==> src/hdl/rmsn_pkg.sv <==
package rmsn_pkg;

  // field and state widths
  localparam int unsigned LenW     = 13;
  localparam int unsigned EpsW     = 24;
  localparam int unsigned SumW     = 43;
  localparam int unsigned RmsW     = 29;
  localparam int unsigned NumW     = 57;
  localparam int unsigned DenW     = 44;
  localparam int unsigned RootInW  = 58;
  localparam int unsigned RemW     = 31;
  localparam int unsigned CntW     = 6;
  localparam int unsigned CfgIdxW  = 1;
  localparam int unsigned CfgDataW = 24;

  // iteration counts of the shared divider and the root unit
  localparam int unsigned DivSteps  = 57;
  localparam int unsigned RootSteps = 29;

  // reset values of the configuration registers
  localparam int unsigned MaxLength = 4096;
  localparam logic [LenW-1:0] LEN_RESET = LenW'(MaxLength);
  localparam logic [EpsW-1:0] EPS_RESET = EpsW'(168);

  // configuration register indexes
  localparam logic [CfgIdxW-1:0] CFG_LENGTH  = 1'b0;
  localparam logic [CfgIdxW-1:0] CFG_EPSILON = 1'b1;

  // pass codes
  localparam logic FUNC_ACCUM = 1'b0;
  localparam logic FUNC_SCALE = 1'b1;

  typedef struct packed {
    logic               func;
    logic signed [15:0] sample;
    logic signed [15:0] gain;
    logic               last;
  } in_item_t;

  typedef struct packed {
    logic signed [15:0] result;
    logic               saturated;
  } out_item_t;

  // controller to datapath
  typedef struct packed {
    logic acc;
    logic xg_load;
    logic mean_init;
    logic recip_init;
    logic r_max;
    logic div_step;
    logic root_init;
    logic root_step;
    logic root_store;
    logic prod_load;
    logic out_load;
  } cmd_t;

  // datapath to controller
  typedef struct packed {
    logic ms_zero;
  } sts_t;

endpackage

==> src/hdl/rmsn_ctrl.sv <==
module rmsn_ctrl
  import rmsn_pkg::*;
(
  input  logic clk_i,
  input  logic rst_ni,
  input  logic in_valid_i,
  input  logic in_func_i,
  input  logic in_last_i,
  output logic in_ready_o,
  output logic out_valid_o,
  input  logic out_ready_i,
  input  sts_t sts_i,
  output cmd_t cmd_o
);

  typedef enum logic [3:0] {
    IDLE,
    MEAN_LOAD,
    MEAN_DIV,
    RECIP_LOAD,
    RECIP_DIV,
    ROOT_LOAD,
    ROOT_STEP,
    ROOT_STORE,
    SCALE_MUL,
    SCALE_RND
  } state_e;

  state_e          state_q, state_d;
  logic [CntW-1:0] cnt_q, cnt_d;
  logic            out_valid_q, out_valid_d;
  logic            accept;
  logic            out_free;

  assign accept   = (state_q == IDLE) && in_valid_i;
  assign out_free = !out_valid_q || out_ready_i;

  // next state and commands
  always_comb begin
    state_d     = state_q;
    cnt_d       = cnt_q;
    out_valid_d = out_valid_q && !out_ready_i;
    cmd_o       = '0;
    unique case (state_q)
      IDLE: begin
        if (accept) begin
          if (in_func_i == FUNC_ACCUM) begin
            cmd_o.acc = 1'b1;
            if (in_last_i) begin
              state_d = MEAN_LOAD;
            end
          end else begin
            cmd_o.xg_load = 1'b1;
            state_d       = SCALE_MUL;
          end
        end
      end
      MEAN_LOAD: begin
        cmd_o.mean_init = 1'b1;
        cnt_d           = '0;
        state_d         = MEAN_DIV;
      end
      MEAN_DIV: begin
        cmd_o.div_step = 1'b1;
        cnt_d          = cnt_q + 1'b1;
        if (cnt_q == CntW'(DivSteps - 1)) begin
          state_d = RECIP_LOAD;
        end
      end
      RECIP_LOAD: begin
        cnt_d = '0;
        if (sts_i.ms_zero) begin
          cmd_o.r_max = 1'b1;
          state_d     = IDLE;
        end else begin
          cmd_o.recip_init = 1'b1;
          state_d          = RECIP_DIV;
        end
      end
      RECIP_DIV: begin
        cmd_o.div_step = 1'b1;
        cnt_d          = cnt_q + 1'b1;
        if (cnt_q == CntW'(DivSteps - 1)) begin
          state_d = ROOT_LOAD;
        end
      end
      ROOT_LOAD: begin
        cmd_o.root_init = 1'b1;
        cnt_d           = '0;
        state_d         = ROOT_STEP;
      end
      ROOT_STEP: begin
        cmd_o.root_step = 1'b1;
        cnt_d           = cnt_q + 1'b1;
        if (cnt_q == CntW'(RootSteps - 1)) begin
          state_d = ROOT_STORE;
        end
      end
      ROOT_STORE: begin
        cmd_o.root_store = 1'b1;
        state_d          = IDLE;
      end
      SCALE_MUL: begin
        cmd_o.prod_load = 1'b1;
        state_d         = SCALE_RND;
      end
      SCALE_RND: begin
        if (out_free) begin
          cmd_o.out_load = 1'b1;
          out_valid_d    = 1'b1;
          state_d        = IDLE;
        end
      end
      default: begin
        state_d = IDLE;
      end
    endcase
  end

  // state and registered outputs
  always_ff @(posedge clk_i or negedge rst_ni) begin
    if (!rst_ni) begin
      state_q     <= IDLE;
      cnt_q       <= '0;
      out_valid_q <= 1'b0;
    end else begin
      state_q     <= state_d;
      cnt_q       <= cnt_d;
      out_valid_q <= out_valid_d;
    end
  end

  assign in_ready_o  = (state_q == IDLE);
  assign out_valid_o = out_valid_q;

endmodule

==> config.mk <==
export PLATFORM = sky130hd
export DESIGN_NAME = rmsn_ctrl
export DESIGN_NICKNAME = d
export VERILOG_FILES = /design/src/hdl/rmsn_pkg.sv /design/src/hdl/rmsn_ctrl.sv
export SDC_FILE = /design/constraint.sdc
export NUM_CORES = 1
export LEC_CHECK = 0
export BUFFER_PORTS_ARGS = -buffer_cell sky130_fd_sc_hd__buf_2
export CELL_PAD_IN_SITES_DETAIL_PLACEMENT = 0
export CELL_PAD_IN_SITES_GLOBAL_PLACEMENT = 1
export CORE_ASPECT_RATIO = 1.25
export CORE_MARGIN = 3
export CORE_UTILIZATION = 37
export DETAILED_ROUTE_END_ITERATION = 6
export PLACE_DENSITY_LB_ADDON = 0.15
export SLEW_MARGIN = 20
export SYNTH_ARGS = -nofsm -noshare
export SYNTH_HDL_FRONTEND = slang
export SYNTH_SLANG_ARGS = --single-unit
==> constraint.sdc <==
create_clock -name clk_i -period 1.8 [get_ports clk_i]
set_clock_uncertainty 0.1 [all_clocks]
set_input_delay 0 -clock clk_i [delete_from_list [all_inputs] [get_ports clk_i]]
set_output_delay 0 -clock clk_i [all_outputs]
set_load 0.01 [all_outputs]
# Word-level counts from Yosys, hierarchy flattened
# Index checks and enable logic that the tools add are counted.
# totals
word_cells	59
inputBits	7
reg_bits	11
# classes
reduce_logical	11
add_sub_neg	1
n_mux	27
n_eq_ne	17
# op_table
cell	n
4-bit one-hot mux with 9 select lines	1
4-bit two-way mux	7
4-bit by 3-bit equality test with 1-bit output (second input constant)	4
1-bit two-way mux	14
6-bit one-hot mux with 2 select lines	1
4-bit by 2-bit equality test with 1-bit output (second input constant)	2
4-bit equality test (second input constant)	2
2-bit inequality test (second input constant)	4
6-bit by 1-bit adder with 6-bit output (second input constant)	1
6-bit by 5-bit equality test with 1-bit output (second input constant)	1
6-bit equality test (second input constant)	1
2-bit two-way mux	3
6-bit AND reduction	1
3-bit OR reduction	2
4-bit by 1-bit equality test with 1-bit output (second input constant)	1
4-bit logical NOT	1
3-bit two-way mux	1
3-bit inequality test (second input constant)	1
1-bit logical AND	2
1-bit logical NOT	2
2-bit by 1-bit inequality test with 1-bit output (second input constant)	1
2-bit nonzero test	1
2-bit OR reduction	1
1-bit logical OR	1

# Longest topological paths before layout
# Gate-level depths: netlist of run 1.
# logic_depth
ltp_word	4
mapped_depth	6

# Worst setup path before layout of run 1
# Ideal clock, no wire load.
# synth_path
path_type	register to output
startpoint	register state_q[1]
endpoint	output port cmd_o[9] in the netlist's numbering
arrival_ps	1410
path_buffers	1
setup_slack_ps	290
stages_incl_launch_ff	4
cell_sequence	dfrtp_1 buf_2 nor4_1 and3_1
# synth_lines
element	line	rtl
start, declared	rmsn_ctrl.sv:29	state_e state_q, state_d;
start signal, assigned	rmsn_ctrl.sv:127	state_q <= state_d;
end, declared	rmsn_ctrl.sv:13	output cmd_t cmd_o

==> results of run 1 <==
[where the power goes]
group          internal [mW]  total [mW]  switching [mW]  leakage, nW
logic                  0.404       0.944           0.540        0.300
registers              0.325       0.445           0.121        0.147
clock network         0.0857       0.178          0.0921       0.0150
total                  0.815        1.57           0.753        0.462
[area by class of cell]
| type | count | area share |
|---|---|---|
| clock buffers | 4 | 0.0249 |
| inverters | 6 | 0.0213 |
| multi-input cells | 80 | 0.475 |
| flip-flops and latches | 11 | 0.261 |
| well taps | 30 | 0.0355 |
| repair buffers | 31 | 0.182 |
[how the worst min path moves through the flow]
stage,endpoint,slack [ns],cells after the start
after global routing,state_q[3]$_DFFE_PN0P_,0.04,3
after detailed placement,state_q[0]$_DFFE_PN0P_,-0.21,1
after global placement,out_valid_o$_DFF_PN0_,-0.20,1
final,state_q[3]$_DFFE_PN0P_,0.005,3
after CTS,state_q[3]$_DFFE_PN0P_,0.002,3
after floorplan,cnt_q[0]$_DFFE_PN0P_,-0.40,0
[stage by stage]
stage / instance area [um2] / hold slack (ns) / power [mW] / instances / util
finish: 1060 / 0.00547 / 1.57 / 162 / 0.515
global route: 1060 / 0.0360 / 1.72 / 162 / 0.515
CTS: 1050 / 0.00230 / 1.55 / 162 / 0.512
detailed placement: 993 / -0.207 / 1.37 / 155 / 0.485
global placement: 993 / -0.204 / 1.37 / 155 / 0.485
floorplan: 832 / -0.396 / 1.05 / 105 / -
[kinds of logic (layout without fill, tap and decap cells)]
| group | Yosys count | count (layout) | synth area share |
|---|---|---|---|
| buf+inv | 14 | 41 | 0.0737 |
| fa+ha+maj | 2 | 2 | 0.0301 |
| flops | 11 | 11 | 0.331 |
| xor+xnor | 1 | 1 | 0.0105 |
| simple gates | 44 | 44 | 0.286 |
| compound gates | 33 | 33 | 0.269 |
[layer usage]
layer	GRT usage	wire, um
met5	0	0
met4	0.0732	14
met2	0.293	1050
met3	0.0327	105
met1	0.222	1000
[worst register-to-register path, stage by stage, from the launching register on]
cell and delay [ns]:
dfrtp_1 0.50, inv_2 0.10, or3_1 0.39, or3_4 0.35, o31ai_1 0.07
[flip-flops by register name, summed over array words and instances (netlist names)]
| name | cells |
|---|---|
| out_valid_o | 1 |
| cnt_q | 6 |
| state_q | 4 |
[cells in the final DEF, fill, tap and decap left out, types with 5 or more instances in the layout]
master and n:
a21oi_1 8, a32oi_1 5, buf_2 19, buf_4 9, dfrtp_1 11, inv_1 5
nand2_1 7, nor2_1 7, nor3_1 7, o21ai_0 6
[what timing repair did]
item,CTS,global route
setup buffers,0,0
hold buffers,3,0
hold endpoints to repair,15,0
resized for setup,0,1
setup endpoints to repair,0,2
==> metrics.csv, run 1 <==
metric;value;unit
status;finished clean;
total of max-cap violations;0;
WP depth;4;
Pleak;0.462;nW
# setup viols final;0;
Cell Area, Synth;832;um2
Clock Latency Late Sink;0.27;ns
clk slew on worst S/H paths;0.08;ns
Post-synth EDFFs;0;
vias per cell;5.64;
total core area;2050;um2
sequential-to-total area share from yosys stat;0.331;
Hold Violations, Final;0;
share of layout cells above drive strength 1;0.273;
1st-iter DRT viols;21;
Commonest cells post-synth;dfrtp_1, a21oi_1;
async set or reset register ratio after synthesis;1.00;
worst slack, placed;0.224;ns
Initial Utilization;0.406;
P&R area growth vs syn;26.9;%
Die Wd;48.4;um
drc violations;0;
CTS tree;built;
Synth area leaders;dfrtp_1, a32oi_1, a21oi_1, buf_2, nor3_1;
Pwr Density;1480;nW/um2
detailed placement HPWL;1620;um
post-synthesis cell type count;35;
DR WL/cell;13.4;um
RSZ-0062 raised after global routing;no;
Setup crit start;state_q[0]$_DFFE_PN0P_;
First-pass DRT Iterations;4;
Clock Tree Root;clkbuf_4;
# port buffers;19;
Seq cells post-synth;11;
Mapped Nets;114;
maximum vdd drop;0.987;mV
Synth Flop Type;dfrtp_1;
Synth top area share;0.331;
DRT antenna net count;0;
first-pass GRT wire length;3900;um
Synth area leader;dfrtp_1;
R2R depth;4;
syn_area_per_cell;7.92;um2
worst hold path type;primary input to flip-flop;
ANT cells;0;
CTS Buffer Depth;2;
area of the multi-input gates;502;um2
FF/Latch Area;275;um2
H-tree Lvls;1;
TritonCTS sink count;11;
initial antenna violation count;0;
fill count;212;
Total Routed Length;2170;um
Tmin final;1.64;ns
slew at the pin with the worst max-slew slack;0.335;ns
gpl congestion;0.806;
yosys warns;0;
via count;913;
reg2reg setup slack;0.19;ns
Cells after Synth;105;
Crit. End Element;primary output;
slowest library cell on the worst path;dfrtp_1;
RR Endpoint;state_q[3]$_DFFE_PN0P_;
worst setup path end;cmd_o[9];
crit path DAT;1.54;ns
crit-path cells;buf_4, nor4_2, and3_1, buf_2;
min-delay src;in_func_i;
total track usage;0.174;
largest net degree at the start of global routing;16;
Largest delay share family, worst path;simple AND/OR/NAND/NOR gates;
CP Buf/Inv Count;2;
worst setup margin;0.158;ns
count leader, synth;dfrtp_1;
WP data required;1.70;ns
cts bufs inserted;3;
setup_tns;0;ns
CP Launch Type;flip-flop;
Rel. slew slack;0.777;
Worst path max stage delay;0.42;ns
Crit Path Class;flip-flop to primary output;
GRT overflow;0;
post-route clock period utilization;0.912;
fin nets;142;
IO Pins;20;
r2r startpoint;state_q[3]$_DFFE_PN0P_;
Final Max Slew Viols;0;
row count;18;
DIE AREA;2860;um2
Max Clk Rate;0.609;GHz
Die Ht;59.0;um
vias in the first global route;839;
CP max FO;15;
Power figures use the tool's default switching activity.
==> inputs of run 2 (changes only) <==
ABC_AREA = 1   (was not set)
CORE_UTILIZATION = 34   (was 37)
==> metrics.csv, run 2 <==
metric;value;unit;change
status;finished clean;;
fin nets;146;;+2.8%
cts bufs inserted;3;;unchanged
CTS tree;built;;
Crit. End Element;primary output;;
slew at the pin with the worst max-slew slack;0.250;ns;-0.0847 ns
Total Routed Length;1610;um;-26%
Synth top area share;0.383;;+0.0524
R2R depth;7;;+3
max layer used;met4;;
Metal-1 WL;672;um;-33%
P&R area growth vs syn;25.4;%;
post-CTS setup buffer count;0;;unchanged
Clock Tree Root;clkbuf_4;;
crit path DAT;1.45;ns;-0.09 ns
RSZ-0062 raised after global routing;no;;
row count;17;;-1
vias per cell;4.79;;-15%
Final Cell Area;901;um2;-15%
total track usage;0.153;;-0.0214
clk slew on worst S/H paths;0.07;ns;about the same
DIE AREA;2700;um2;-5.4%
first-pass GRT wire length;3040;um;-22%
vias in the first global route;737;;-12%
async set or reset register ratio after synthesis;1.00;;unchanged
CTS Buffer Depth;2;;unchanged
gpl congestion;0.848;;+5.2%
post-synthesis cell type count;18;;-49%
met2 WL;838;um;-20%
commonest cells after routing, fill and taps aside;nand2_1, inv_1, nor2_1, buf_2;;
1st-iter DRT viols;10;;-52%
DR WL/cell;10.4;um;-23%
WP depth;6;;+2
GRT overflow;0;;unchanged
sequential-to-total area share from yosys stat;0.383;;+0.0524
crit-path cells;nor2_2, nand2_1, inv_1, nand2_1, nor2_1, buf_2;;
# port buffers;19;;unchanged
Largest delay share family, worst path;simple AND/OR/NAND/NOR gates;;
Mapped Nets;118;;+3.5%
IO Pins;20;;unchanged
First-pass DRT Iterations;4;;unchanged
WP data required;1.70;ns;about the same
fill count;207;;-2.4%
Initial Utilization;0.384;;-0.0223
Tmin final;1.55;ns;-0.0936 ns
CP max FO;5;;-10
# hold bufs at CTS;3;;unchanged
TritonCTS sink count;11;;unchanged
Seq cells post-synth;11;;unchanged
reg2reg setup slack;0.34;ns;+0.15 ns
Pwr Density;478;nW/um2;-68%
total of max-cap violations;0;;unchanged
DRT antenna net count;0;;unchanged
post-route clock period utilization;0.860;;-0.0520
total core area;1870;um2;-8.7%
Die Wd;47.1;um;-2.7%
ANT cells;0;;unchanged
Synth Flop Type;dfrtp_1;;
Commonest cells post-synth;nand2_1, inv_1, nor2_1;;
initial antenna violation count;0;;unchanged
# setup viols final;0;;unchanged
Die Ht;57.4;um;-2.8%
Pleak;0.540;nW;+17%
Cells after Synth;109;;+3.8%
drc violations;0;;unchanged
share of layout cells above drive strength 1;0.191;;-0.0816
via count;743;;-19%
H-tree Lvls;1;;unchanged
max reg flops;6;;unchanged
worst hold path type;primary input to async pin;;
syn_area_per_cell;6.59;um2;-17%
detailed placement HPWL;1360;um;-16%
count leader, synth;nand2_1;;
commonest non-fill, non-tap cell in the layout;nand2_1;;
yosys warns;0;;unchanged
Synth area leader;dfrtp_1;;
Cell Area, Synth;718;um2;-14%
setup_tns;0;ns;unchanged
Final Max Slew Viols;0;;unchanged
largest net degree at the start of global routing;12;;-4
CP Buf/Inv Count;2;;unchanged
RR Endpoint;state_q[3]$_DFFE_PN0P_;;
Crit Path Class;flip-flop to primary output;;
Synth area leaders;dfrtp_1, nand2_1, inv_1, nor2_1, nand3_1;;
crit-path most repeated cell;nand2_1;;
most flop-heavy register;cnt_q;;
Post-synth EDFFs;0;;unchanged
PostCTS Resize Cnt;0;;unchanged
met3 WL;78;um;-26%
maximum vdd drop;0.333;mV;-66%
Max Clk Rate;0.646;GHz;+6.0%
Worst path max stage delay;0.43;ns;about the same
placed inst area;845;um2;-15%
slowest library cell on the worst path;dfrtp_1;;
Rel. slew slack;0.833;;+0.0565
Final Util;0.481;;-0.0340
Hold Violations, Final;0;;unchanged
Clock Latency Late Sink;0.26;ns;about the same
CP Launch Type;flip-flop;;
r2r startpoint;cnt_q[0]$_DFFE_PN0P_;;
==> run 2: cell types whose count changed after synthesis, moves of 4 or more <==
cell	before	now
nand3_1	4	11
a21oi_1	8	1
a32oi_1	5	0
nor2_1	7	19
inv_1	5	22
nand2_1	7	23
buf_2	7	0
nor3_1	7	2
nand2b_1	4	0
==> run 2: per-layer routing <==
metal  track usage  up-vias
li1              -      392
met3        0.0473        2
met4        0.0474        0
met5             0        -
met1         0.171      332
met2         0.264       17
==> run 2: final cells by class <==
| type | count | area [um2] | area share |
|---|---|---|---|
| clock buffers | 4 | 26.3 | 0.0292 |
| inverters | 22 | 82.6 | 0.0917 |
| flip-flops and latches | 11 | 275 | 0.306 |
| multi-input cells | 76 | 360 | 0.400 |
| repair buffers | 23 | 133 | 0.147 |
| well taps | 19 | 23.8 | 0.0264 |
==> run 2: where the power goes <==
part	leakage (nW)	internal, mW	switching, mW
clock	0.0150	0.0856	0.0780
sequential	0.134	0.247	0.0000000000000000588
combinational	0.391	0.0101	0.00978
total	0.540	0.343	0.0878
==> run 2: worst max path at each step <==
stage               slack [ns]                    from                      to
floorplan                 0.53    cnt_q[0]$_DFFE_PN0P_  state_q[0]$_DFFE_PN0P_
global placement          0.29    cnt_q[0]$_DFFE_PN0P_  state_q[3]$_DFFE_PN0P_
detailed placement        0.32    cnt_q[0]$_DFFE_PN0P_  state_q[3]$_DFFE_PN0P_
CTS                       0.23  state_q[1]$_DFFE_PN0P_               cmd_o[10]
global route              0.07  state_q[3]$_DFFE_PN0P_               cmd_o[10]
finish                    0.25  state_q[1]$_DFFE_PN0P_               cmd_o[10]
==> run 2: metrics by stage <==
stage | instances | setup WS, ns | power, mW | hold slack (ns)
floorplan | 109 | 0.532 | 0.255 | -0.396
global placement | 148 | 0.294 | 0.267 | -0.219
detailed placement | 148 | 0.322 | 0.267 | -0.214
CTS | 155 | 0.226 | 0.436 | 0.0370
global route | 155 | 0.0686 | 0.464 | 0.0536
finish | 155 | 0.251 | 0.431 | 0.0332
==> run 2: logic make-up (layout without fill, tap and decap cells) <==
logic type / Yosys count / after routing / share of synthesized area
AO/OA/AOI/OAI: 13 / 13 / 0.0958
XOR/XNOR: 2 / 2 / 0.0244
AND/OR/NAND/NOR: 59 / 59 / 0.347
flip-flops: 11 / 11 / 0.383
buffers and inverters: 22 / 49 / 0.115
adder cells (fa/ha/maj): 2 / 2 / 0.0348
